[src/rtl/core/assert_macros.svh]
// Assertion helpers shared by the plotter RTL.
// Both take the clock and an active-low reset by their usual names.
`ifndef ASSERT_MACROS_SVH
`define ASSERT_MACROS_SVH

// Property checked on every rising clock edge outside reset.
`define WCP_ASSERT(lbl, prop, msg) \
  lbl: assert property (@(posedge clk_i) disable iff (!rst_ni) (prop)) else $error(msg);

// Condition that must imply a property.
`define WCP_ASSERT_IMP(lbl, cond, prop, msg) \
  lbl: assert property (@(posedge clk_i) disable iff (!rst_ni) (cond) |-> (prop)) \
    else $error(msg);

`endif

[src/rtl/core/wcp_pkg.sv]
// ----------------------------------------------------------------------------
// wcp_pkg
// Types and constants of the waveform column plotter.
// ----------------------------------------------------------------------------
package wcp_pkg;

  localparam int unsigned PAGES   = 8;
  localparam int unsigned COLUMNS = 128;
  localparam int unsigned PAGE_W  = 3;
  localparam int unsigned COL_W   = 7;
  localparam int unsigned Y_W     = 6;
  localparam int unsigned BYTE_W  = 8;
  localparam int unsigned QDEPTH  = 2;

  localparam logic [PAGE_W-1:0] LAST_PAGE = PAGE_W'(PAGES - 1);
  localparam logic [COL_W-1:0]  LAST_COL  = COL_W'(COLUMNS - 1);
  localparam logic [BYTE_W-1:0] BYTE_ONES = 8'hFF;
  localparam logic [BYTE_W-1:0] BYTE_ZERO = 8'h00;
  localparam logic [BYTE_W-1:0] BYTE_ONE  = 8'h01;
  localparam logic [2:0]        BIT_TOP   = 3'd7;

  typedef struct packed {
    logic [COL_W-1:0] column;
    logic [Y_W-1:0]   sample;
  } in_t;

  typedef struct packed {
    logic [PAGE_W-1:0] page;
    logic [COL_W-1:0]  out_column;
    logic [BYTE_W-1:0] pixels;
    logic              last;
  } out_t;

  // One classified sample: line runs from hi_page down to lo_page.
  typedef struct packed {
    logic [COL_W-1:0]  column;
    logic [PAGE_W-1:0] hi_page;
    logic [PAGE_W-1:0] lo_page;
    logic [BYTE_W-1:0] hi_byte;
    logic [BYTE_W-1:0] lo_byte;
  } cmd_t;

  typedef struct packed {
    logic full;
    logic empty;
  } q_status_t;

  typedef enum logic [1:0] {
    ST_IDLE,
    ST_LINE,
    ST_CLEAR
  } back_state_e;

endpackage

[src/rtl/core/wcp_front.sv]
// ----------------------------------------------------------------------------
// wcp_front
// Accepts samples, works out page and mask and classifies the line segment.
// ----------------------------------------------------------------------------
module wcp_front (
  input  logic                clk_i,
  input  logic                rst_ni,
  input  logic                in_valid_i,
  output logic                in_ready_o,
  input  wcp_pkg::in_t        in_data_i,
  input  wcp_pkg::q_status_t  q_status_i,
  output logic                push_o,
  output wcp_pkg::cmd_t       cmd_o
);

  logic [wcp_pkg::PAGE_W-1:0] prev_page_q, prev_page_d;
  logic [2:0]                 prev_shift_q, prev_shift_d;
  logic [wcp_pkg::BYTE_W-1:0] prev_mask_q, prev_mask_d;

  logic [wcp_pkg::PAGE_W-1:0] band;
  logic [wcp_pkg::PAGE_W-1:0] cur_page;
  logic [2:0]                 cur_shift;
  logic [wcp_pkg::BYTE_W-1:0] cur_mask;
  logic [3:0]                 up_shift;
  logic [wcp_pkg::BYTE_W-1:0] same_byte;

  assign in_ready_o = !q_status_i.full;
  assign push_o     = in_valid_i && in_ready_o;

  always_comb begin
    band = in_data_i.sample[wcp_pkg::Y_W-1:3];
    if (band > wcp_pkg::LAST_PAGE) begin
      band = wcp_pkg::LAST_PAGE;
    end
    cur_page  = wcp_pkg::LAST_PAGE - band;
    cur_shift = wcp_pkg::BIT_TOP - in_data_i.sample[2:0];
    cur_mask  = wcp_pkg::BYTE_ONE << cur_shift;
    up_shift  = {1'b0, prev_shift_q} + 4'd1;

    if (cur_shift == prev_shift_q) begin
      same_byte = cur_mask;
    end else if (cur_shift > prev_shift_q) begin
      same_byte = (cur_mask - prev_mask_q) | cur_mask;
    end else begin
      same_byte = prev_mask_q - cur_mask;
    end

    cmd_o.column = in_data_i.column;
    if (prev_page_q > cur_page) begin
      cmd_o.hi_page = prev_page_q;
      cmd_o.lo_page = cur_page;
      cmd_o.hi_byte = prev_mask_q - wcp_pkg::BYTE_ONE;
      cmd_o.lo_byte = wcp_pkg::BYTE_ONES << cur_shift;
    end else if (prev_page_q == cur_page) begin
      cmd_o.hi_page = cur_page;
      cmd_o.lo_page = cur_page;
      cmd_o.hi_byte = same_byte;
      cmd_o.lo_byte = same_byte;
    end else begin
      cmd_o.hi_page = cur_page;
      cmd_o.lo_page = prev_page_q;
      cmd_o.hi_byte = (cur_mask << 1) - wcp_pkg::BYTE_ONE;
      cmd_o.lo_byte = wcp_pkg::BYTE_ONES << up_shift;
    end

    prev_page_d  = prev_page_q;
    prev_shift_d = prev_shift_q;
    prev_mask_d  = prev_mask_q;
    if (push_o) begin
      prev_page_d  = cur_page;
      prev_shift_d = cur_shift;
      prev_mask_d  = cur_mask;
    end
  end

  always_ff @(posedge clk_i or negedge rst_ni) begin
    if (!rst_ni) begin
      prev_page_q  <= '0;
      prev_shift_q <= '0;
      prev_mask_q  <= wcp_pkg::BYTE_ZERO;
    end else begin
      prev_page_q  <= prev_page_d;
      prev_shift_q <= prev_shift_d;
      prev_mask_q  <= prev_mask_d;
    end
  end

endmodule

[src/rtl/core/wcp_queue.sv]
// ----------------------------------------------------------------------------
// wcp_queue
// Short command queue between the classifier and the write sequencer.
// ----------------------------------------------------------------------------
`include "assert_macros.svh"

module wcp_queue (
  input  logic               clk_i,
  input  logic               rst_ni,
  input  logic               push_i,
  input  wcp_pkg::cmd_t      cmd_i,
  input  logic               pop_i,
  output wcp_pkg::cmd_t      cmd_o,
  output wcp_pkg::q_status_t status_o
);

  localparam int unsigned PtrW = (wcp_pkg::QDEPTH > 1) ? $clog2(wcp_pkg::QDEPTH) : 1;
  localparam int unsigned CntW = $clog2(wcp_pkg::QDEPTH + 1);
  localparam logic [CntW-1:0] DepthCnt = CntW'(wcp_pkg::QDEPTH);
  localparam logic [PtrW-1:0] LastPtr  = PtrW'(wcp_pkg::QDEPTH - 1);

  wcp_pkg::cmd_t   entry_q [wcp_pkg::QDEPTH];
  logic [PtrW-1:0] wr_ptr_q, wr_ptr_d;
  logic [PtrW-1:0] rd_ptr_q, rd_ptr_d;
  logic [CntW-1:0] count_q, count_d;

  assign status_o.full  = (count_q == DepthCnt);
  assign status_o.empty = (count_q == '0);
  assign cmd_o          = entry_q[rd_ptr_q];

  always_comb begin
    wr_ptr_d = wr_ptr_q;
    rd_ptr_d = rd_ptr_q;
    count_d  = count_q;
    if (push_i) begin
      wr_ptr_d = (wr_ptr_q == LastPtr) ? '0 : wr_ptr_q + PtrW'(1);
    end
    if (pop_i) begin
      rd_ptr_d = (rd_ptr_q == LastPtr) ? '0 : rd_ptr_q + PtrW'(1);
    end
    if (push_i && !pop_i) begin
      count_d = count_q + CntW'(1);
    end else if (pop_i && !push_i) begin
      count_d = count_q - CntW'(1);
    end
  end

  always_ff @(posedge clk_i) begin
    if (push_i) begin
      entry_q[wr_ptr_q] <= cmd_i;
    end
  end

  always_ff @(posedge clk_i or negedge rst_ni) begin
    if (!rst_ni) begin
      wr_ptr_q <= '0;
      rd_ptr_q <= '0;
      count_q  <= '0;
    end else begin
      wr_ptr_q <= wr_ptr_d;
      rd_ptr_q <= rd_ptr_d;
      count_q  <= count_d;
    end
  end

  `WCP_ASSERT(a_no_overflow, !(push_i && status_o.full), "push into full queue")
  `WCP_ASSERT(a_no_underflow, !(pop_i && status_o.empty), "pop from empty queue")
  `WCP_ASSERT_IMP(a_ptr_gap, status_o.empty || status_o.full, wr_ptr_q == rd_ptr_q,
                  "queue pointers disagree with fill count")

endmodule

[src/rtl/core/wcp_back.sv]
// ----------------------------------------------------------------------------
// wcp_back
// Write sequencer: emits line bytes, then clears the next column.
// ----------------------------------------------------------------------------
`include "assert_macros.svh"

module wcp_back (
  input  logic               clk_i,
  input  logic               rst_ni,
  input  wcp_pkg::q_status_t q_status_i,
  input  wcp_pkg::cmd_t      cmd_i,
  output logic               pop_o,
  output logic               out_valid_o,
  input  logic               out_ready_i,
  output wcp_pkg::out_t      out_data_o
);

  wcp_pkg::back_state_e       state_q, state_d;
  wcp_pkg::cmd_t              cmd_q, cmd_d;
  logic [wcp_pkg::PAGE_W-1:0] pg_q, pg_d;
  logic                       out_valid_q, out_valid_d;
  wcp_pkg::out_t              out_q, out_d;

  logic                       slot_free;
  logic [wcp_pkg::COL_W-1:0]  next_col;

  assign slot_free   = !out_valid_q || out_ready_i;
  assign next_col    = (cmd_q.column == wcp_pkg::LAST_COL) ? '0
                     : cmd_q.column + wcp_pkg::COL_W'(1);
  assign out_valid_o = out_valid_q;
  assign out_data_o  = out_q;

  always_comb begin
    state_d     = state_q;
    cmd_d       = cmd_q;
    pg_d        = pg_q;
    out_valid_d = out_valid_q && !out_ready_i;
    out_d       = out_q;
    pop_o       = 1'b0;

    unique case (state_q)
      wcp_pkg::ST_IDLE: begin
        if (!q_status_i.empty) begin
          pop_o   = 1'b1;
          cmd_d   = cmd_i;
          pg_d    = cmd_i.hi_page;
          state_d = wcp_pkg::ST_LINE;
        end
      end
      wcp_pkg::ST_LINE: begin
        if (slot_free) begin
          out_valid_d      = 1'b1;
          out_d.page       = pg_q;
          out_d.out_column = cmd_q.column;
          out_d.last       = 1'b0;
          if (pg_q == cmd_q.hi_page) begin
            out_d.pixels = cmd_q.hi_byte;
          end else if (pg_q == cmd_q.lo_page) begin
            out_d.pixels = cmd_q.lo_byte;
          end else begin
            out_d.pixels = wcp_pkg::BYTE_ONES;
          end
          if (pg_q == cmd_q.lo_page) begin
            pg_d    = '0;
            state_d = wcp_pkg::ST_CLEAR;
          end else begin
            pg_d = pg_q - wcp_pkg::PAGE_W'(1);
          end
        end
      end
      wcp_pkg::ST_CLEAR: begin
        if (slot_free) begin
          out_valid_d      = 1'b1;
          out_d.page       = pg_q;
          out_d.out_column = next_col;
          out_d.pixels     = wcp_pkg::BYTE_ZERO;
          out_d.last       = (pg_q == wcp_pkg::LAST_PAGE);
          if (pg_q == wcp_pkg::LAST_PAGE) begin
            // chain straight into the next queued sample
            if (!q_status_i.empty) begin
              pop_o   = 1'b1;
              cmd_d   = cmd_i;
              pg_d    = cmd_i.hi_page;
              state_d = wcp_pkg::ST_LINE;
            end else begin
              state_d = wcp_pkg::ST_IDLE;
            end
          end else begin
            pg_d = pg_q + wcp_pkg::PAGE_W'(1);
          end
        end
      end
      default: begin
        state_d = wcp_pkg::ST_IDLE;
      end
    endcase
  end

  always_ff @(posedge clk_i) begin
    cmd_q <= cmd_d;
    out_q <= out_d;
  end

  always_ff @(posedge clk_i or negedge rst_ni) begin
    if (!rst_ni) begin
      state_q     <= wcp_pkg::ST_IDLE;
      pg_q        <= '0;
      out_valid_q <= 1'b0;
    end else begin
      state_q     <= state_d;
      pg_q        <= pg_d;
      out_valid_q <= out_valid_d;
    end
  end

  `WCP_ASSERT_IMP(a_line_range, state_q == wcp_pkg::ST_LINE,
                  pg_q <= cmd_q.hi_page && pg_q >= cmd_q.lo_page,
                  "line page outside segment")
  `WCP_ASSERT_IMP(a_last_ends, out_valid_q && out_ready_i && out_q.last,
                  out_q.page == wcp_pkg::LAST_PAGE && out_q.pixels == wcp_pkg::BYTE_ZERO,
                  "last flag on a write other than the final clear")
  `WCP_ASSERT(a_out_hold,
              !$past(out_valid_q && !out_ready_i) || (out_valid_q && $stable(out_q)),
              "waiting write dropped or changed")

endmodule

[src/rtl/core/waveform_column_plotter_unit.sv]
// ----------------------------------------------------------------------------
// waveform_column_plotter_unit
// Draws one vertical waveform segment per sample and blanks the next column.
// ----------------------------------------------------------------------------
// A sample goes through the queue and the sequencer's command and output registers.
// Throughput: 1 to 8 line writes plus 8 clear writes per sample, one write a
// cycle from the sequencer's output register while the output is ready and
// commands are queued; an idle sequencer first pops the next command.
// A two-entry command queue lets samples be taken while writes drain.
// Reset clears the previous point (page 0, shift 0, mask 0) and the queue.
module waveform_column_plotter_unit (
  input  logic           clk_i,
  input  logic           rst_ni,
  input  logic           in_valid_i,
  output logic           in_ready_o,
  input  wcp_pkg::in_t   in_data_i,
  output logic           out_valid_o,
  input  logic           out_ready_i,
  output wcp_pkg::out_t  out_data_o
);

  wcp_pkg::q_status_t q_status;
  wcp_pkg::cmd_t      front_cmd;
  wcp_pkg::cmd_t      head_cmd;
  logic               push;
  logic               pop;

  wcp_front u_front (
    .clk_i      (clk_i),
    .rst_ni     (rst_ni),
    .in_valid_i (in_valid_i),
    .in_ready_o (in_ready_o),
    .in_data_i  (in_data_i),
    .q_status_i (q_status),
    .push_o     (push),
    .cmd_o      (front_cmd)
  );

  wcp_queue u_queue (
    .clk_i    (clk_i),
    .rst_ni   (rst_ni),
    .push_i   (push),
    .cmd_i    (front_cmd),
    .pop_i    (pop),
    .cmd_o    (head_cmd),
    .status_o (q_status)
  );

  wcp_back u_back (
    .clk_i       (clk_i),
    .rst_ni      (rst_ni),
    .q_status_i  (q_status),
    .cmd_i       (head_cmd),
    .pop_o       (pop),
    .out_valid_o (out_valid_o),
    .out_ready_i (out_ready_i),
    .out_data_o  (out_data_o)
  );

endmodule

[config.mk]
export PLATFORM = sky130hd
export DESIGN_NAME = waveform_column_plotter_unit
export DESIGN_NICKNAME = d
export VERILOG_FILES = /design/src/rtl/core/wcp_pkg.sv /design/src/rtl/core/wcp_front.sv /design/src/rtl/core/wcp_queue.sv /design/src/rtl/core/wcp_back.sv /design/src/rtl/core/waveform_column_plotter_unit.sv
export VERILOG_INCLUDE_DIRS = /design/src /design/src/rtl/core
export SDC_FILE = /design/constraint.sdc
export NUM_CORES = 1
export LEC_CHECK = 0
export BUFFER_PORTS_ARGS = -buffer_cell sky130_fd_sc_hd__buf_2
export CELL_PAD_IN_SITES_DETAIL_PLACEMENT = 1
export CELL_PAD_IN_SITES_GLOBAL_PLACEMENT = 2
export CORE_ASPECT_RATIO = 1.2
export CORE_UTILIZATION = 29
export DETAILED_ROUTE_END_ITERATION = 16
export PLACE_DENSITY = 0.55
export SLEW_MARGIN = 40
export SYNTH_ARGS = -nofsm -noshare
export SYNTH_HDL_FRONTEND = slang
export SYNTH_SLANG_ARGS = --single-unit
[constraint.sdc]
create_clock -name clk_i -period 7.4 [get_ports clk_i]
set_input_delay 0.37 -clock clk_i [delete_from_list [all_inputs] [get_ports clk_i]]
set_output_delay 0.37 -clock clk_i [all_outputs]
set_load 0.02 [all_outputs]
# --- Word-level counts from Yosys, hierarchy flattened ---
# Memory sizes are Yosys's and may differ from the RTL's.
# Cells that the tools add are included.
# W data, S select, Z words.
totals:
  ff_bits: 72
  mem_bits_rw: 58
  out_inout_bits: 21
  mem_count: 1
classes:
  n_addsub: 14
  magnitude_cmp: 3
  n_eq_ne: 14
  shifts: 3
  mux: 40
  bitwise_logic: 1
  n_reduce_logical: 21
mem_list:
  columns: ["memory", "depth", "width", "read_ports", "rd_ports_with_merged_regs", "write_ports", "line_no", "rtl"]
  rows:
  - ["u_queue.entry_q", 2, 29, 1, 0, 1, "wcp_queue.sv:22", "wcp_pkg::cmd_t entry_q [wcp_pkg::QDEPTH];"]
op_table:
  columns: ["op", "n"]
  rows:
  - ["$mux W29", 3]
  - ["$pmux W29 S2", 1]
  - ["$mux W19", 3]
  - ["$pmux W19 S2", 1]
  - ["$mux W8", 4]
  - ["$mux W22", 1]
  - ["$mux W3", 6]
  - ["$sub A8 B1 Y8 const B", 2]
  - ["$sub A8 B8 Y8", 2]
  - ["$mux W2", 7]
  - ["$eq A3 B3 Y1", 4]
  - ["$mux W1", 10]
  - ["$pmux W3 S3", 1]
  - ["$reduce_and A3 Y1", 3]
  - ["$ne A2 B1 Y1 const B", 4]
  - ["$or A8 B8 Y8", 1]
  - ["$shl A1 B3 Y8 const A", 1]
  - ["$shl A8 B3 Y8 const A", 1]
  - ["$shl A8 B4 Y8 const A", 1]
  - ["$add A7 B1 Y7 const B", 1]
  - ["$eq A7 B7 Y1 const B", 1]
  - ["$mux W7", 1]
  - ["$gt A3 B3 Y1", 2]
  - ["$pmux W2 S3", 1]
  - ["other kinds (21)", 34]

# --- Longest topological paths before layout ---
logic_depth:
  ltp_word: 8
  mapped_depth: 11
  ltp_nobuf: 10

# --- Cells and area by module ---
# From an unflattened synthesis, not the netlist that was laid out.
hier_totals:
  hier_cells: 583
  area_unflattened_um2: 6970.4
by_module_without_submodules:
  columns: ["module", "instances", "cells_per_inst", "area_per_inst_um2"]
  rows:
  - ["wcp_queue", 1, 106, 2397.3]
  - ["wcp_back", 1, 170, 2356.0]
  - ["wcp_front", 1, 307, 2217.1]

# --- Worst setup path after synthesis ---
# Ideal clock, no wire load.
synth_timing:
  path_kind: "register to register"
  from: "register u_back.state_q[0]"
  to: "register u_back.cmd_q[0] (netlist name), enable pin"
  arrival_time_ps: 2464
  required_ps: 6975
  setup_slack_ps: 4511
  path_stages_with_launch: 6
  n_path_buf: 1
  period_less_slack_ps: 2889
  cell_sequence: "dfrtp_1 inv_1 ha_1 clkbuf_1 nand2b_1 a21oi_1"
synth_via:
  elab_chain_cells: 3
  word_cells_on_any_way: 6
  classes_between: "eq/ne (3); reduce/logical (3)"
synth_lines:
  columns: ["item", "line_no", "rtl"]
  rows:
  - ["start, declared", "wcp_back.sv:18", "wcp_pkg::back_state_e state_q, state_d;"]
  - ["start signal, assigned", "wcp_back.sv:106", "state_q <= wcp_pkg::ST_IDLE;"]
  - ["start signal, assigned", "wcp_back.sv:110", "state_q <= state_d;"]
  - ["$eq A2 B2 Y1 or $logic_not A2 Y1 (tied branches)", "wcp_back.sv:41", "unique case (state_q)"]
  - ["$ne A2 B1 Y1 (no source line) or $reduce_bool A2 Y1 (tied branches)", null, null]
  - ["$reduce_and A3 Y1 (no source line) (*)", null, null]
  - ["end signal, assigned", "wcp_back.sv:100", "cmd_q <= cmd_d;"]
  - ["end, declared", "wcp_back.sv:19", "wcp_pkg::cmd_t cmd_q, cmd_d;"]
# Mark *: on every way between the ends. The rest lies on a longest branch, timed or not.
# A chain may end at the register's enable or synchronous reset.

==> impl_metrics.yaml <==
status:
  status: "finished clean"
die:
  start_util_pct: 29.6
  dieArea_mm2: 0.0234
  num_rows: 60
  die_y_um: 167
  die_w_um: 140
  io_pins: 38
  core_mm2: 0.0224
grt:
  antenna_found_initial: 0
  grt_pass1_vias: 4674
  grt_first_pass_wirelength_mm: 26.3
  grtUsageTotal_pct: 14.9
  grt_max_degree: 31
  overflow: 0
logic_synthesis:
  ys_warn_count: 0
  yosysTopAreaCellShare_pct: 48.1
  synth_cell_types: 59
  synth_edf_count: 106
  synth-seq-area-share_pct: 57.2
  synthTopCellsByArea: "edfxtp_1, dfrtp_1, ha_1"
  syn_inst: 556
  synth.net_count: 611
  ys.flop_type: "edfxtp_1"
  ys_ff_latch: 130
  synth.cell_area_mm2: 0.00661
  yosys.area.top_type: "edfxtp_1"
  synthArstFlopShare_pct: 18.5
  syn_avg_cell_area_um2: 11.9
clocking:
  clk_pin_slew_ns: 0.06
  cts_buffers: 17
  cts_sinks: 130
  cts_htree_levels: 4
  cts_tree: "yes"
  cts_root_buf: "clkbuf_16"
  cts_buffer_depth: 2
  cts_setup_buffers: 0
  clock_latency_ns: 0.41
worst_setup_path:
  worstSetupStartpointType: "input port"
  crit_buf_inv: 1
  critical_path_class: "in -> reg"
  rrSetupSlack_ns: 4.58
  timing.rr.start: "u_front.prev_shift_q[2]"
  worst_setup_path_end_kind: "flip-flop"
  slowest_delay_ns: 0.41
  arrival_ns: 2.95
  crit_chain: "buf_2, nand3_1, ha_1, fa_1, nor2b_1, o21a_1, o41ai_1, o221a_1, o221ai_1, o21ai_0"
  reg2regPathDepth: 7
  worstReg2RegEnd: "u_queue.entry_q[1][1]"
  crit_slowest_cell: "fa_1"
  critPathTopFamily: "compound AO/OA/AOI/OAI gates"
  crit_fanout: 13
  cp.required_ns: 7.52
sta:
  tightest_slew_ns: 0.846
  finalCriticalPeriod_ns: 2.83
  grt_setup_unrepaired: "no"
  skew_ns: 0.00984
  hold_violations: 0
  setup_viol_count_final: 0
  maxSlewViolCount: 0
  fmax_mhz: 353
  timing.hold.ws_ns: 0.140
  slew_headroom_pct: 43.3
  fin_crit_sh_pct: 38.3
  finalSetupTns_ns: 0
layout:
  layout_commonest_cell: "edfxtp_1"
  drive_gt1_share_pct: 19.8
  final_cell_mix: "edfxtp_1, nand2_1, nor2_1, buf_2, ha_1"
  num_antenna_cells: 0
  fin_nets: 653
  area_delta_synth_final_pct: 17.0
hold_path:
  hp-class: "in -> reg"
  min_path_cells: 1
  min-delay-start: "in_data_i[6]"
  hold_end: "u_queue.entry_q[0][22]"
route:
  wire_per_inst_um: 18.3
  vias_per_cell: 4.89
  drc_errors: 0
  vias: 4355
  drtAntennaViolNets: 0
  drtIter0Drc: 173
  firstDrtPassIters: 4
  wl_mm: 16.3
placement:
  detailed_place_hpwl_mm: 11.7
  gp_congestion: 0.785
  io_buffers: 37
pwr:
  vdd.ir_drop.worst_mv: 0.160
  powerDensity_mw_per_mm2: 485
  leakage_nw: 2.96
flow_run:
  cap_viol_max_count: 0
## layer usage
layer  part of all wire, %  routed length (um)  global-route usage (%)
met2                    54                8750                    27.8
met5                     0                   0                       0
met1                    43                6980                    17.1
met3                   1.8                 293                    2.49
met4                   1.5                 246                    5.30
## cell usage after synthesis, drive strengths merged (3+ instances only)
master	n
nor3	3
or2	3
nor2b	7
a31oi	9
ha	36
nand2b	7
o22ai	11
buf	8
a21oi	30
xnor2	18
xor2	7
inv	31
and3	4
nor2	43
nand3	19
and2	4
o31ai	3
dfrtp	24
edfxtp	106
o211ai	4
mux2	32
o21ai	37
a21o	5
nand4	6
clkbuf	13
nand2	50
nand3b	3
## what timing repair did
action                    in CTS  in global routing
hold endpoints to repair       0                 24
gates resized for setup        0                  0
hold buffers                   0                  1
## worst max path at each step
stage                            start                      to  slack (ns)  cells past startpoint
3_5_place_dp              in_data_i[0]  u_queue.entry_q[0][14]        4.14                     10
2_1_floorplan        u_back.state_q[0]         u_back.cmd_q[0]        4.51                      5
6_report                  in_data_i[1]  u_queue.entry_q[0][14]        4.57                     10
4_1_cts        u_front.prev_shift_q[2]   u_queue.entry_q[1][1]        4.56                      7
3_3_place_gp              in_data_i[0]  u_queue.entry_q[0][14]        4.19                     10
5_1_grt                   in_data_i[0]  u_queue.entry_q[0][14]        4.36                     10
## worst reg2reg max path: cells and delay by family (launching register included)
family	cells	cell delay, ns
adders and majority gates	1	0.36
buffers and inverters	1	0.12
AOI/OAI and AO/OA	5	1.57
DFF	1	0.43
## through the flow
stage               power (mW)  utilization (%)  std cells  setup WS [ns]  cell area (um2)
floorplan                 2.46                -        556           4.51             6610
global placement          2.90             31.8        857           4.19             7100
detailed placement        2.95             31.8        857           4.14             7110
CTS                       3.83             34.5        889           4.56             7720
global route              4.04             34.6        890           4.36             7740
finish                    3.76             34.6        890           4.57             7740
## area by class of cell
type	instances	area (um2)
Fill cell	2426	14600
Sequential cell	130	3780
Clock buffer	17	425
Timing Repair Buffer	44	243
Tap cell	279	349
Multi-Input combinational cell	374	2640
Clock inverter	15	183
Inverter	31	116
## sequential cells by signal (all words and copies together), names as in the netlist
name                  count
u_front.prev_mask_q       8
u_queue.wr_ptr_q          1
u_queue.count_q           2
u_back.cmd_q             29
u_queue.rd_ptr_q          1
u_back.out_valid_o        1
u_front.prev_page_q       3
u_back.pg_q               3
u_front.prev_shift_q      3
u_back.out_data_o        19
u_back.state_q            2
u_queue.entry_q          58
## report_power, final
part	switching (mW)	total, mW	internal [mW]	leakage [nW]
logic	0.927	1.47	0.542	1.38
clock network	0.329	0.862	0.533	0.298
registers	0.150	1.42	1.27	1.28
total	1.41	3.76	2.35	2.96
## cell families (layout without fill, tap and decap cells)
kind of cell	count (synthesis)	count (layout)	synth area share, %
and+or+nand+nor	155	155	11.5
muxes	33	33	5.60
xor gates and xnor gates	25	25	3.31
buffers and inverters	52	107	3.24
AOI/OAI and AO/OA	123	123	11.7
DFF	130	130	57.2
adders and majority gates	38	38	7.42
Power figures use the tool's default switching activity.
